$ cat config.mk
export PLATFORM = sky130hd
export DESIGN_NAME = diff_drive_waypoint_steer_unit_flat
export DESIGN_NICKNAME = d
export VERILOG_FILES = /design/src/rtl/core/ddws_pkg.sv /design/src/rtl/core/ddws_if.sv /design/src/rtl/core/diff_drive_waypoint_steer_unit.sv /design/src/rtl/core/ddws_cordic.sv /design/src/flat_wrapper.sv
export SDC_FILE = /design/constraint.sdc
export NUM_CORES = 2
export LEC_CHECK = 0
export BUFFER_PORTS_ARGS = -buffer_cell sky130_fd_sc_hd__buf_2
export CAP_MARGIN = 20
export CORE_MARGIN = 2
export CORE_UTILIZATION = 30
export DETAILED_ROUTE_END_ITERATION = 10
export GPL_ROUTABILITY_DRIVEN = 0
export PLACE_DENSITY = 0.47
export SLEW_MARGIN = 10
export SYNTH_ARGS = -nofsm -noshare
export SYNTH_HDL_FRONTEND = slang
export SYNTH_HIERARCHICAL = 1
export SYNTH_SLANG_ARGS = --single-unit
$ cat constraint.sdc
create_clock -name clk -period 10 [get_ports clk]
set_clock_uncertainty 0.15 [all_clocks]
set_input_delay 1 -clock clk [delete_from_list [all_inputs] [get_ports clk]]
set_output_delay 1 -clock clk [all_outputs]
set_load 0.05 [all_outputs]
$ cat src/rtl/core/ddws_pkg.sv
// Shared constants, types and functions of the waypoint steering unit.
// No dependencies; the top level and ddws_cordic refer to it by scoped names.
package ddws_pkg;

    localparam int CORDIC_STEPS = 16;
    localparam int STEP_W = $clog2(CORDIC_STEPS);
    localparam int ATAN_IDX_W = 5;

    localparam int D_W = 17;
    localparam int X_W = 36;
    localparam int Z_W = 20;
    localparam int ANG_W = Z_W - 3;
    localparam int ERR_W = ANG_W + 1;
    localparam int MB_W = 17;
    localparam int P_W = X_W + MB_W;
    localparam int DIST_W = 18;
    localparam int C_W = 22;

    localparam logic signed [Z_W-1:0] PI_Q16 = Z_W'(205887);
    localparam logic [15:0] CORDIC_GAIN_Q16 = 16'd39797;

    localparam logic [14:0] RST_POS_DZ = 15'd128;
    localparam logic [14:0] RST_ROT_ENTER = 15'd1638;
    localparam logic [14:0] RST_ROT_HOLD = 15'd205;
    localparam logic [15:0] RST_POS_GAIN = 16'd2458;
    localparam logic [15:0] RST_ROT_GAIN = 16'd6144;
    localparam logic [2:0] RST_WHEELS = 3'd2;

    localparam logic [2:0] WHEELS_TWO = 3'd2;
    localparam logic [2:0] WHEELS_FOUR = 3'd4;

    typedef enum logic [2:0] {
        CFG_POS_DZ = 3'd0,
        CFG_ROT_ENTER = 3'd1,
        CFG_ROT_HOLD = 3'd2,
        CFG_POS_GAIN = 3'd3,
        CFG_ROT_GAIN = 3'd4,
        CFG_WHEELS = 3'd5
    } cfg_idx_t;

    typedef struct packed {
        logic done;
        logic signed [X_W-1:0] mag_raw;
        logic signed [Z_W-1:0] angle;
    } cordic_res_t;

    function automatic logic signed [Z_W-1:0] atan_q16(input logic [ATAN_IDX_W-1:0] idx);
        logic signed [Z_W-1:0] r;
        case (idx)
            5'd0: r = Z_W'(51472);
            5'd1: r = Z_W'(30386);
            5'd2: r = Z_W'(16055);
            5'd3: r = Z_W'(8150);
            5'd4: r = Z_W'(4091);
            5'd5: r = Z_W'(2047);
            5'd6: r = Z_W'(1024);
            5'd7: r = Z_W'(512);
            5'd8: r = Z_W'(256);
            5'd9: r = Z_W'(128);
            5'd10: r = Z_W'(64);
            5'd11: r = Z_W'(32);
            5'd12: r = Z_W'(16);
            5'd13: r = Z_W'(8);
            5'd14: r = Z_W'(4);
            5'd15: r = Z_W'(2);
            5'd16: r = Z_W'(1);
            default: r = '0;
        endcase
        return r;
    endfunction

    function automatic logic signed [15:0] sat16(input logic signed [C_W:0] v);
        logic signed [15:0] r;
        if (v > (C_W+1)'(32767))
        begin
            r = 16'sh7FFF;
        end
        else if (v < -(C_W+1)'(32768))
        begin
            r = 16'sh8000;
        end
        else
        begin
            r = v[15:0];
        end
        return r;
    endfunction

endpackage

$ cat src/rtl/core/ddws_if.sv
// Handshake channel interfaces of the waypoint steering unit: pose input and speed command output.
// Depends on nothing; the payload widths follow the block's field definitions.
interface ddws_pose_if;
    logic valid;
    logic ready;
    logic signed [15:0] pose_x;
    logic signed [15:0] pose_y;
    logic signed [15:0] pose_heading;
    logic signed [15:0] target_x;
    logic signed [15:0] target_y;

    modport source (output valid, pose_x, pose_y, pose_heading, target_x, target_y,
                    input ready);
    modport sink (input valid, pose_x, pose_y, pose_heading, target_x, target_y,
                  output ready);
endinterface

interface ddws_cmd_if;
    logic valid;
    logic ready;
    logic signed [15:0] speed_slot0;
    logic signed [15:0] speed_slot1;
    logic signed [15:0] speed_slot2;
    logic signed [15:0] speed_slot3;
    logic [2:0] slot_count;
    logic waypoint_reached;
    logic [15:0] request_index;
    logic turning;

    modport source (output valid, speed_slot0, speed_slot1, speed_slot2, speed_slot3,
                    slot_count, waypoint_reached, request_index, turning,
                    input ready);
    modport sink (input valid, speed_slot0, speed_slot1, speed_slot2, speed_slot3,
                  slot_count, waypoint_reached, request_index, turning,
                  output ready);
endinterface

$ cat src/rtl/core/diff_drive_waypoint_steer_unit.sv
// Top level of the differential-drive waypoint steering unit.
// Depends on ddws_pkg, the channel interfaces in ddws_if.sv and ddws_cordic.

// Each accepted pose transaction yields one speed command transaction, which is
// registered after the vectoring, decide, scale and finish states, once the output
// register is free. The input is ready again as soon as the command is registered,
// so no new pose transaction is taken before the last one is through. The pace is
// set by the iterative CORDIC, which resolves one step per cycle, and by a
// single shared multiplier used in turn for magnitude scaling and for the
// speed gain. A finished command waits in the output register while the
// next pose transaction is taken; configuration writes must be made only
// while the unit is idle.
module diff_drive_waypoint_steer_unit
(
    input  logic clk,
    input  logic rst_n,
    ddws_pose_if.sink pose,
    ddws_cmd_if.source cmd,
    input  logic cfg_we,
    input  logic [2:0] cfg_index,
    input  logic [15:0] cfg_wdata
);

    typedef enum logic [2:0] {
        S_IDLE,
        S_VECTOR,
        S_DECIDE,
        S_SCALE,
        S_FINISH
    } state_t;

    state_t state_reg;

    logic [14:0] pos_dz_reg;
    logic [14:0] rot_enter_reg;
    logic [14:0] rot_hold_reg;
    logic [15:0] pos_gain_reg;
    logic [15:0] rot_gain_reg;
    logic [2:0] wheels_reg;

    logic rotating_reg;
    logic [15:0] counter_reg;

    logic signed [15:0] heading_reg;
    logic signed [ddws_pkg::ANG_W-1:0] ang_reg;
    logic signed [ddws_pkg::P_W-1:0] prod_reg;
    logic signed [ddws_pkg::ERR_W-1:0] err_reg;
    logic [ddws_pkg::DIST_W-1:0] dist_reg;
    logic turn_reg;
    logic reached_reg;
    logic [15:0] req_reg;

    logic out_valid_reg;
    logic signed [15:0] slot0_reg;
    logic signed [15:0] slot1_reg;
    logic signed [15:0] slot2_reg;
    logic signed [15:0] slot3_reg;
    logic [2:0] count_reg;
    logic out_reached_reg;
    logic [15:0] out_req_reg;
    logic out_turn_reg;

    logic in_accept;
    logic signed [15:0] tgt_x;
    logic signed [15:0] tgt_y;
    logic signed [ddws_pkg::D_W-1:0] dx;
    logic signed [ddws_pkg::D_W-1:0] dy;
    ddws_pkg::cordic_res_t cres;

    logic signed [ddws_pkg::X_W-1:0] mul_a;
    logic signed [ddws_pkg::MB_W-1:0] mul_b;
    logic signed [ddws_pkg::P_W-1:0] mul_p;

    logic signed [ddws_pkg::Z_W:0] ang_sum;
    logic signed [ddws_pkg::P_W-1:0] dist_sum;
    logic [ddws_pkg::DIST_W-1:0] dist_val;
    logic signed [ddws_pkg::ERR_W-1:0] err_val;
    logic [ddws_pkg::ERR_W-1:0] aerr;
    logic [14:0] thr;
    logic turn_next;
    logic reached_next;

    logic signed [ddws_pkg::P_W-1:0] round_sum;
    logic signed [ddws_pkg::P_W-1:0] round_sh;
    logic signed [ddws_pkg::C_W-1:0] c_val;
    logic signed [ddws_pkg::C_W:0] vr_wide;
    logic signed [ddws_pkg::C_W:0] vl_wide;
    logic signed [15:0] vr;
    logic signed [15:0] vl;
    logic out_free;

    assign in_accept = pose.valid && pose.ready;
    assign pose.ready = (state_reg == S_IDLE);

    // The origin is the target while the waypoint counter is zero.
    assign tgt_x = (counter_reg != '0) ? pose.target_x : '0;
    assign tgt_y = (counter_reg != '0) ? pose.target_y : '0;
    assign dx = ddws_pkg::D_W'(tgt_x) - ddws_pkg::D_W'(pose.pose_x);
    assign dy = ddws_pkg::D_W'(tgt_y) - ddws_pkg::D_W'(pose.pose_y);

    ddws_cordic u_cordic
    (
        .clk(clk),
        .rst_n(rst_n),
        .start(in_accept),
        .dx(dx),
        .dy(dy),
        .res(cres)
    );

    // The shared multiplier scales the CORDIC magnitude first and the speed gain later.
    always_comb
    begin
        if (state_reg == S_VECTOR)
        begin
            mul_a = cres.mag_raw;
            mul_b = {1'b0, ddws_pkg::CORDIC_GAIN_Q16};
        end
        else if (turn_reg)
        begin
            mul_a = ddws_pkg::X_W'(err_reg);
            mul_b = {1'b0, rot_gain_reg};
        end
        else
        begin
            mul_a = ddws_pkg::X_W'({1'b0, dist_reg});
            mul_b = {1'b0, pos_gain_reg};
        end
        mul_p = ddws_pkg::P_W'(mul_a) * ddws_pkg::P_W'(mul_b);
    end

    assign ang_sum = ddws_pkg::Z_W'(cres.angle) + (ddws_pkg::Z_W+1)'(8);

    always_comb
    begin
        dist_sum = prod_reg + ddws_pkg::P_W'(64'sd2147483648);
        dist_val = dist_sum[32 +: ddws_pkg::DIST_W];
        err_val = ddws_pkg::ERR_W'(ang_reg) - ddws_pkg::ERR_W'(heading_reg);
        aerr = err_val[ddws_pkg::ERR_W-1] ? ddws_pkg::ERR_W'(-err_val) : err_val;
        thr = rotating_reg ? rot_hold_reg : rot_enter_reg;
        // An error inside the hold band counts as zero and never turns.
        turn_next = (aerr > ddws_pkg::ERR_W'(rot_hold_reg)) && (aerr > ddws_pkg::ERR_W'(thr));
        reached_next = !turn_next && (dist_val <= ddws_pkg::DIST_W'(pos_dz_reg));
    end

    always_comb
    begin
        if (turn_reg)
        begin
            round_sum = prod_reg + ddws_pkg::P_W'(32768);
            round_sh = round_sum >>> 16;
        end
        else
        begin
            round_sum = prod_reg + ddws_pkg::P_W'(2048);
            round_sh = round_sum >>> 12;
        end
        c_val = round_sh[ddws_pkg::C_W-1:0];
        vl_wide = (ddws_pkg::C_W+1)'(c_val);
        vr_wide = turn_reg ? -vl_wide : vl_wide;
        vr = ddws_pkg::sat16(vr_wide);
        vl = ddws_pkg::sat16(vl_wide);
    end

    assign out_free = !out_valid_reg || cmd.ready;

    always_ff @(posedge clk or negedge rst_n)
    begin
        if (!rst_n)
        begin
            pos_dz_reg <= ddws_pkg::RST_POS_DZ;
            rot_enter_reg <= ddws_pkg::RST_ROT_ENTER;
            rot_hold_reg <= ddws_pkg::RST_ROT_HOLD;
            pos_gain_reg <= ddws_pkg::RST_POS_GAIN;
            rot_gain_reg <= ddws_pkg::RST_ROT_GAIN;
            wheels_reg <= ddws_pkg::RST_WHEELS;
        end
        else if (cfg_we)
        begin
            case (cfg_index)
                ddws_pkg::CFG_POS_DZ: pos_dz_reg <= cfg_wdata[14:0];
                ddws_pkg::CFG_ROT_ENTER: rot_enter_reg <= cfg_wdata[14:0];
                ddws_pkg::CFG_ROT_HOLD: rot_hold_reg <= cfg_wdata[14:0];
                ddws_pkg::CFG_POS_GAIN: pos_gain_reg <= cfg_wdata;
                ddws_pkg::CFG_ROT_GAIN: rot_gain_reg <= cfg_wdata;
                ddws_pkg::CFG_WHEELS: wheels_reg <= cfg_wdata[2:0];
                default: ;
            endcase
        end
    end

    always_ff @(posedge clk or negedge rst_n)
    begin
        if (!rst_n)
        begin
            state_reg <= S_IDLE;
            rotating_reg <= 1'b0;
            counter_reg <= '0;
            out_valid_reg <= 1'b0;
        end
        else
        begin
            if (out_valid_reg && cmd.ready && (state_reg != S_FINISH))
            begin
                out_valid_reg <= 1'b0;
            end
            case (state_reg)
                S_IDLE:
                begin
                    if (in_accept)
                    begin
                        heading_reg <= pose.pose_heading;
                        state_reg <= S_VECTOR;
                    end
                end
                S_VECTOR:
                begin
                    if (cres.done)
                    begin
                        prod_reg <= mul_p;
                        ang_reg <= ang_sum[ddws_pkg::Z_W:4];
                        state_reg <= S_DECIDE;
                    end
                end
                S_DECIDE:
                begin
                    err_reg <= err_val;
                    turn_reg <= turn_next;
                    reached_reg <= reached_next;
                    rotating_reg <= turn_next;
                    dist_reg <= reached_next ? '0 : dist_val;
                    req_reg <= reached_next ? counter_reg : '0;
                    if (reached_next)
                    begin
                        counter_reg <= counter_reg + 1'b1;
                    end
                    state_reg <= S_SCALE;
                end
                S_SCALE:
                begin
                    prod_reg <= mul_p;
                    state_reg <= S_FINISH;
                end
                S_FINISH:
                begin
                    if (out_free)
                    begin
                        out_valid_reg <= 1'b1;
                        out_reached_reg <= reached_reg;
                        out_req_reg <= req_reg;
                        out_turn_reg <= turn_reg;
                        if (wheels_reg == ddws_pkg::WHEELS_TWO)
                        begin
                            slot0_reg <= vr;
                            slot1_reg <= vl;
                            slot2_reg <= '0;
                            slot3_reg <= '0;
                            count_reg <= ddws_pkg::WHEELS_TWO;
                        end
                        else if (wheels_reg == ddws_pkg::WHEELS_FOUR)
                        begin
                            slot0_reg <= vl;
                            slot1_reg <= vr;
                            slot2_reg <= vl;
                            slot3_reg <= vr;
                            count_reg <= ddws_pkg::WHEELS_FOUR;
                        end
                        else
                        begin
                            slot0_reg <= '0;
                            slot1_reg <= '0;
                            slot2_reg <= '0;
                            slot3_reg <= '0;
                            count_reg <= '0;
                        end
                        state_reg <= S_IDLE;
                    end
                end
                default:
                begin
                    state_reg <= S_IDLE;
                end
            endcase
        end
    end

    assign cmd.valid = out_valid_reg;
    assign cmd.speed_slot0 = slot0_reg;
    assign cmd.speed_slot1 = slot1_reg;
    assign cmd.speed_slot2 = slot2_reg;
    assign cmd.speed_slot3 = slot3_reg;
    assign cmd.slot_count = count_reg;
    assign cmd.waypoint_reached = out_reached_reg;
    assign cmd.request_index = out_req_reg;
    assign cmd.turning = out_turn_reg;

endmodule

$ cat src/rtl/core/ddws_cordic.sv
// Iterative vectoring CORDIC that yields bearing and unscaled magnitude of (dx, dy).
// Depends on ddws_pkg for widths, the step count and the arctangent table.
module ddws_cordic
(
    input  logic clk,
    input  logic rst_n,
    input  logic start,
    input  logic signed [ddws_pkg::D_W-1:0] dx,
    input  logic signed [ddws_pkg::D_W-1:0] dy,
    output ddws_pkg::cordic_res_t res
);

    logic signed [ddws_pkg::X_W-1:0] x_reg;
    logic signed [ddws_pkg::X_W-1:0] y_reg;
    logic signed [ddws_pkg::Z_W-1:0] z_reg;
    logic [ddws_pkg::STEP_W-1:0] step_reg;
    logic busy_reg;
    logic done_reg;
    logic zero_reg;

    logic signed [ddws_pkg::X_W-17:0] dx_ext;
    logic signed [ddws_pkg::X_W-17:0] dy_ext;
    logic signed [ddws_pkg::X_W-17:0] x_init;
    logic signed [ddws_pkg::X_W-17:0] y_init;
    logic signed [ddws_pkg::Z_W-1:0] z_init;
    logic signed [ddws_pkg::X_W-1:0] x_sh;
    logic signed [ddws_pkg::X_W-1:0] y_sh;
    logic signed [ddws_pkg::Z_W-1:0] atan_val;

    // Vectors in the left half plane are rotated by pi before iterating.
    always_comb
    begin
        dx_ext = (ddws_pkg::X_W-16)'(dx);
        dy_ext = (ddws_pkg::X_W-16)'(dy);
        if (dx[ddws_pkg::D_W-1])
        begin
            x_init = -dx_ext;
            y_init = -dy_ext;
            z_init = dy[ddws_pkg::D_W-1] ? -ddws_pkg::PI_Q16 : ddws_pkg::PI_Q16;
        end
        else
        begin
            x_init = dx_ext;
            y_init = dy_ext;
            z_init = '0;
        end
    end

    assign x_sh = x_reg >>> step_reg;
    assign y_sh = y_reg >>> step_reg;
    assign atan_val = ddws_pkg::atan_q16(ddws_pkg::ATAN_IDX_W'(step_reg));

    always_ff @(posedge clk or negedge rst_n)
    begin
        if (!rst_n)
        begin
            busy_reg <= 1'b0;
            done_reg <= 1'b0;
            step_reg <= '0;
            zero_reg <= 1'b0;
        end
        else
        begin
            done_reg <= 1'b0;
            if (start)
            begin
                busy_reg <= 1'b1;
                step_reg <= '0;
                zero_reg <= (dx == '0) && (dy == '0);
            end
            else if (busy_reg)
            begin
                if (step_reg == ddws_pkg::STEP_W'(ddws_pkg::CORDIC_STEPS - 1))
                begin
                    busy_reg <= 1'b0;
                    done_reg <= 1'b1;
                end
                else
                begin
                    step_reg <= step_reg + 1'b1;
                end
            end
        end
    end

    always_ff @(posedge clk)
    begin
        if (start)
        begin
            x_reg <= {x_init, 16'b0};
            y_reg <= {y_init, 16'b0};
            z_reg <= z_init;
        end
        else if (busy_reg)
        begin
            if (!y_reg[ddws_pkg::X_W-1])
            begin
                x_reg <= x_reg + y_sh;
                y_reg <= y_reg - x_sh;
                z_reg <= z_reg + atan_val;
            end
            else
            begin
                x_reg <= x_reg - y_sh;
                y_reg <= y_reg + x_sh;
                z_reg <= z_reg - atan_val;
            end
        end
    end

    assign res.done = done_reg;
    assign res.mag_raw = zero_reg ? '0 : x_reg;
    assign res.angle = zero_reg ? '0 : z_reg;

endmodule

$ cat src/flat_wrapper.sv
// flat-port wrapper written by rule: the top's interface ports become plain ports
module diff_drive_waypoint_steer_unit_flat 
  (clk, rst_n, cfg_we, cfg_index, cfg_wdata, pose_valid, pose_pose_x, pose_pose_y, pose_pose_heading, pose_target_x, pose_target_y, pose_ready, cmd_valid, cmd_speed_slot0, cmd_speed_slot1, cmd_speed_slot2, cmd_speed_slot3, cmd_slot_count, cmd_waypoint_reached, cmd_request_index, cmd_turning, cmd_ready);
  ddws_pose_if pose_i ();
  ddws_cmd_if cmd_i ();
  input  logic clk;
  input  logic rst_n;
  input  logic cfg_we;
  input  logic [2:0] cfg_index;
  input  logic [15:0] cfg_wdata;
  input wire logic [$bits(pose_i.valid)-1:0] pose_valid;
  input wire logic [$bits(pose_i.pose_x)-1:0] pose_pose_x;
  input wire logic [$bits(pose_i.pose_y)-1:0] pose_pose_y;
  input wire logic [$bits(pose_i.pose_heading)-1:0] pose_pose_heading;
  input wire logic [$bits(pose_i.target_x)-1:0] pose_target_x;
  input wire logic [$bits(pose_i.target_y)-1:0] pose_target_y;
  output wire logic [$bits(pose_i.ready)-1:0] pose_ready;
  output wire logic [$bits(cmd_i.valid)-1:0] cmd_valid;
  output wire logic [$bits(cmd_i.speed_slot0)-1:0] cmd_speed_slot0;
  output wire logic [$bits(cmd_i.speed_slot1)-1:0] cmd_speed_slot1;
  output wire logic [$bits(cmd_i.speed_slot2)-1:0] cmd_speed_slot2;
  output wire logic [$bits(cmd_i.speed_slot3)-1:0] cmd_speed_slot3;
  output wire logic [$bits(cmd_i.slot_count)-1:0] cmd_slot_count;
  output wire logic [$bits(cmd_i.waypoint_reached)-1:0] cmd_waypoint_reached;
  output wire logic [$bits(cmd_i.request_index)-1:0] cmd_request_index;
  output wire logic [$bits(cmd_i.turning)-1:0] cmd_turning;
  input wire logic [$bits(cmd_i.ready)-1:0] cmd_ready;
  assign pose_i.valid = pose_valid;
  assign pose_i.pose_x = pose_pose_x;
  assign pose_i.pose_y = pose_pose_y;
  assign pose_i.pose_heading = pose_pose_heading;
  assign pose_i.target_x = pose_target_x;
  assign pose_i.target_y = pose_target_y;
  assign pose_ready = pose_i.ready;
  assign cmd_valid = cmd_i.valid;
  assign cmd_speed_slot0 = cmd_i.speed_slot0;
  assign cmd_speed_slot1 = cmd_i.speed_slot1;
  assign cmd_speed_slot2 = cmd_i.speed_slot2;
  assign cmd_speed_slot3 = cmd_i.speed_slot3;
  assign cmd_slot_count = cmd_i.slot_count;
  assign cmd_waypoint_reached = cmd_i.waypoint_reached;
  assign cmd_request_index = cmd_i.request_index;
  assign cmd_turning = cmd_i.turning;
  assign cmd_i.ready = cmd_ready;
  diff_drive_waypoint_steer_unit u_core (.clk(clk), .rst_n(rst_n), .pose(pose_i), .cmd(cmd_i), .cfg_we(cfg_we), .cfg_index(cfg_index), .cfg_wdata(cfg_wdata));
endmodule
==> run summary <==
The run finished with clean final reports. Setup violations remaining at the end of the flow were counted as 0. The signal arrival time at the worst endpoint is 9.52 ns. Across all layers, the routed design uses 42,326 vias. The run gives 77 as the largest net degree at the start of global routing.

The share of the cycle needed by the critical path after routing is 0.928. In this run the vertical extent of the chip is 423 µm. For the data required time at the worst endpoint, the log shows 10.23 ns. Dividing the detail-routed via count by the number of cells gives 5.13.

The smallest clock period supported by the final layout is computed as 9.28 ns. Fraction of final layout cells sized beyond drive strength 1: 0.113. In this run the worst path has a maximum fanout of 20. TritonCTS built the clock tree. For the first-pass GRT wire length, the log shows 266,000 µm. The total wire length after detailed routing came out at 174,000 µm. The tightest min-delay check is of the primary input to async pin type.

At the pin with the least slew margin, the transition time is 1.16 ns. The tools report the final routed DRC violation total as 0. The logs give 52,800 µm² for the netlist area before placement and 410 for the clock sink count.

Final hold analysis gives a worst-case slack of 0.228 ns. Counting along the longest clock path gives a buffer depth of 3. The wire length per cell was 21.1 µm. The initial detailed-routing violation count was 2,962.

CTS root buffer: sky130_fd_sc_hd__clkbuf_16. The critical path class is register to register. When the netlist entered floorplanning its net count stood at 6,767. Across the run, the number of max-cap violations was 0. Derived from the worst setup path, the maximum achievable clock frequency is 108 MHz. The antenna diode instance count came out at 0. The maximum level of the CTS H-tree was 2; the count of final hold-check violations was 0. The number of global-route vias before repair came out at 42,970.

For the area of all placed cells without fillers, the log shows 58,200 µm². For the global-route usage over all layers, the log shows 0.191. The die covers 179,000 µm². The tightest slew margin relative to the limit is 0.225.

The run gives 0.303 as the effective utilization at floorplan. Setup repair after global routing left no endpoint under its margin. The tools report the post-detailed-placement cell area as 56,300 µm². The count of yosys warnings during synthesis was 6; the post-CTS resize count was 0.

In this run the tool buffered the top-level ports with 189 buffer cells. Summed over all nets, the half-perimeter wirelength after detailed placement is 137,000 µm. For this run, the detailed router's first-pass iteration total came to 6. The initialized floorplan defines 153 standard-cell rows. Compared with the post-synthesis result, the final layout area differs by 10.3%. A synthesized cell averages 9.08 µm².

The element type at the critical path end is a register. The tools report the area of the multi-input gates as 37,100 µm². The logs give 0 for the number of nets with antenna violations after routing and 0 for the cts-stage hold buffer count. The total count of max-transition violations in the final report was 0; the width of the die was 423 µm. In the final layout, flip-flops and latches occupy 11,500 µm². Kind of start point of the critical path: a register.

In the final timing run, aggregate negative setup slack is 0 ns. For the initial antenna violation count, the log shows 9. The sum of overflow across all layers after global routing was 0; the gate count after technology mapping was 5,811. The total setup buffers inserted after CTS came out at 0. The standard cell core area is 174,000 µm². The flip-flop count of the largest register after layout is 39, and the number of buffers created by CTS is 54.

The clock latency at the later pin of the worst-skew pair was 0.70 ns; the clock edge transition at the registers on the reported setup and hold paths was 0.06 ns. In the final design database the tool counted 6,834 nets. The fill cell instance count of the final layout was 18,149; the number of placed I/O pins was 191.
## critical path, stage by stage, from the launching register on
cell and delay (ns):
sky130_fd_sc_hd__dfrtp_1 0.43, sky130_fd_sc_hd__nor2b_1 0.31, sky130_fd_sc_hd__nor2b_4 0.73, sky130_fd_sc_hd__buf_4 0.29
sky130_fd_sc_hd__a21o_1 0.45, sky130_fd_sc_hd__nand2_1 0.14, sky130_fd_sc_hd__fa_1 0.52, sky130_fd_sc_hd__inv_1 0.05
sky130_fd_sc_hd__fa_1 0.45, sky130_fd_sc_hd__ha_1 0.23, sky130_fd_sc_hd__fa_1 0.54, sky130_fd_sc_hd__inv_1 0.05
sky130_fd_sc_hd__fa_1 0.46, sky130_fd_sc_hd__fa_1 0.55, sky130_fd_sc_hd__inv_1 0.04, sky130_fd_sc_hd__ha_1 0.30
sky130_fd_sc_hd__a21o_1 0.19, sky130_fd_sc_hd__a2111oi_0 0.72, sky130_fd_sc_hd__a31oi_1 0.22, sky130_fd_sc_hd__a21oi_1 0.35
sky130_fd_sc_hd__o31ai_1 0.25, sky130_fd_sc_hd__a31o_2 0.41, sky130_fd_sc_hd__a31oi_1 0.47, sky130_fd_sc_hd__o21ai_0 0.27
sky130_fd_sc_hd__o21a_1 0.24, sky130_fd_sc_hd__nor2_1 0.11, sky130_fd_sc_hd__xnor2_1 0.07
## worst paths after layout
kind / start / endpoint / slack, ns / cells after the start
worst max-delay path: u_core/state_reg[0]$_DFFE_PN0P_ / u_core/prod_reg[49]$_DFFE_PP_ / 0.72 / 26
worst min-delay path: rst_n / u_core/u_cordic/zero_reg$_DFFE_PN0P_ / 0.23 / 1
worst max register to register: u_core/state_reg[0]$_DFFE_PN0P_ / u_core/prod_reg[49]$_DFFE_PP_ / 0.72 / 26
worst min register to register: u_core/req_reg[15]$_SDFFCE_PN0P_ / u_core/cmd.request_index[15]$_DFFE_PP_ / 0.27 / 0
max in group asynchronous: rst_n / u_core/rot_hold_reg[13]$_DFFE_PN0P_ / 8.13 / 2
min in group clk: u_core/req_reg[15]$_SDFFCE_PN0P_ / u_core/cmd.request_index[15]$_DFFE_PP_ / 0.27 / 0
## layout by cell type, fill, tap and decap left out, types with 78 or more instances in the layout
| cell | instances |
|---|---|
| sky130_fd_sc_hd__a21oi_1 | 235 |
| sky130_fd_sc_hd__fa_1 | 529 |
| sky130_fd_sc_hd__nand2_1 | 595 |
| sky130_fd_sc_hd__dfrtp_1 | 82 |
| sky130_fd_sc_hd__ha_1 | 323 |
| sky130_fd_sc_hd__mux2_2 | 115 |
| sky130_fd_sc_hd__nor2b_1 | 101 |
| sky130_fd_sc_hd__edfxtp_1 | 270 |
| sky130_fd_sc_hd__mux2i_1 | 129 |
| sky130_fd_sc_hd__o21ai_0 | 222 |
| sky130_fd_sc_hd__xnor2_1 | 196 |
| sky130_fd_sc_hd__buf_4 | 86 |
| sky130_fd_sc_hd__a21o_1 | 86 |
| sky130_fd_sc_hd__inv_1 | 825 |
| sky130_fd_sc_hd__nor2_1 | 484 |
| sky130_fd_sc_hd__nand3_1 | 131 |
| sky130_fd_sc_hd__and2_1 | 78 |
| sky130_fd_sc_hd__xor2_1 | 141 |
| sky130_fd_sc_hd__buf_2 | 188 |
## stage by stage
step                      instances   util  setup slack (ns)
final                          8248  0.334             0.718
after global routing           8248  0.334             0.101
after CTS                      8246  0.334             0.642
after detailed placement       8145  0.323             0.702
after global placement         8143  0.323             0.803
after floorplan                5811      -             0.922
## final cells by class
class,count,share of cell area
Clock inverter,38,0.00800
Tap cell,2325,0.0500
Sequential cell,410,0.197
Clock buffer,63,0.0243
Timing Repair Buffer,279,0.0287
Multi-Input combinational cell,4302,0.638
Inverter,831,0.0536
## layer usage
layer | wire length, µm | vias up | GRT usage
li1 | - | 19809 | -
met5 | 69 | - | 0
met1 | 76300 | 21038 | 0.252
met2 | 83700 | 1238 | 0.327
met4 | 4980 | 10 | 0.0527
met3 | 8610 | 231 | 0.0234
Power is not shown: default switching activity piles up to over one toggle a cycle in this logic, so the estimate is an artifact.
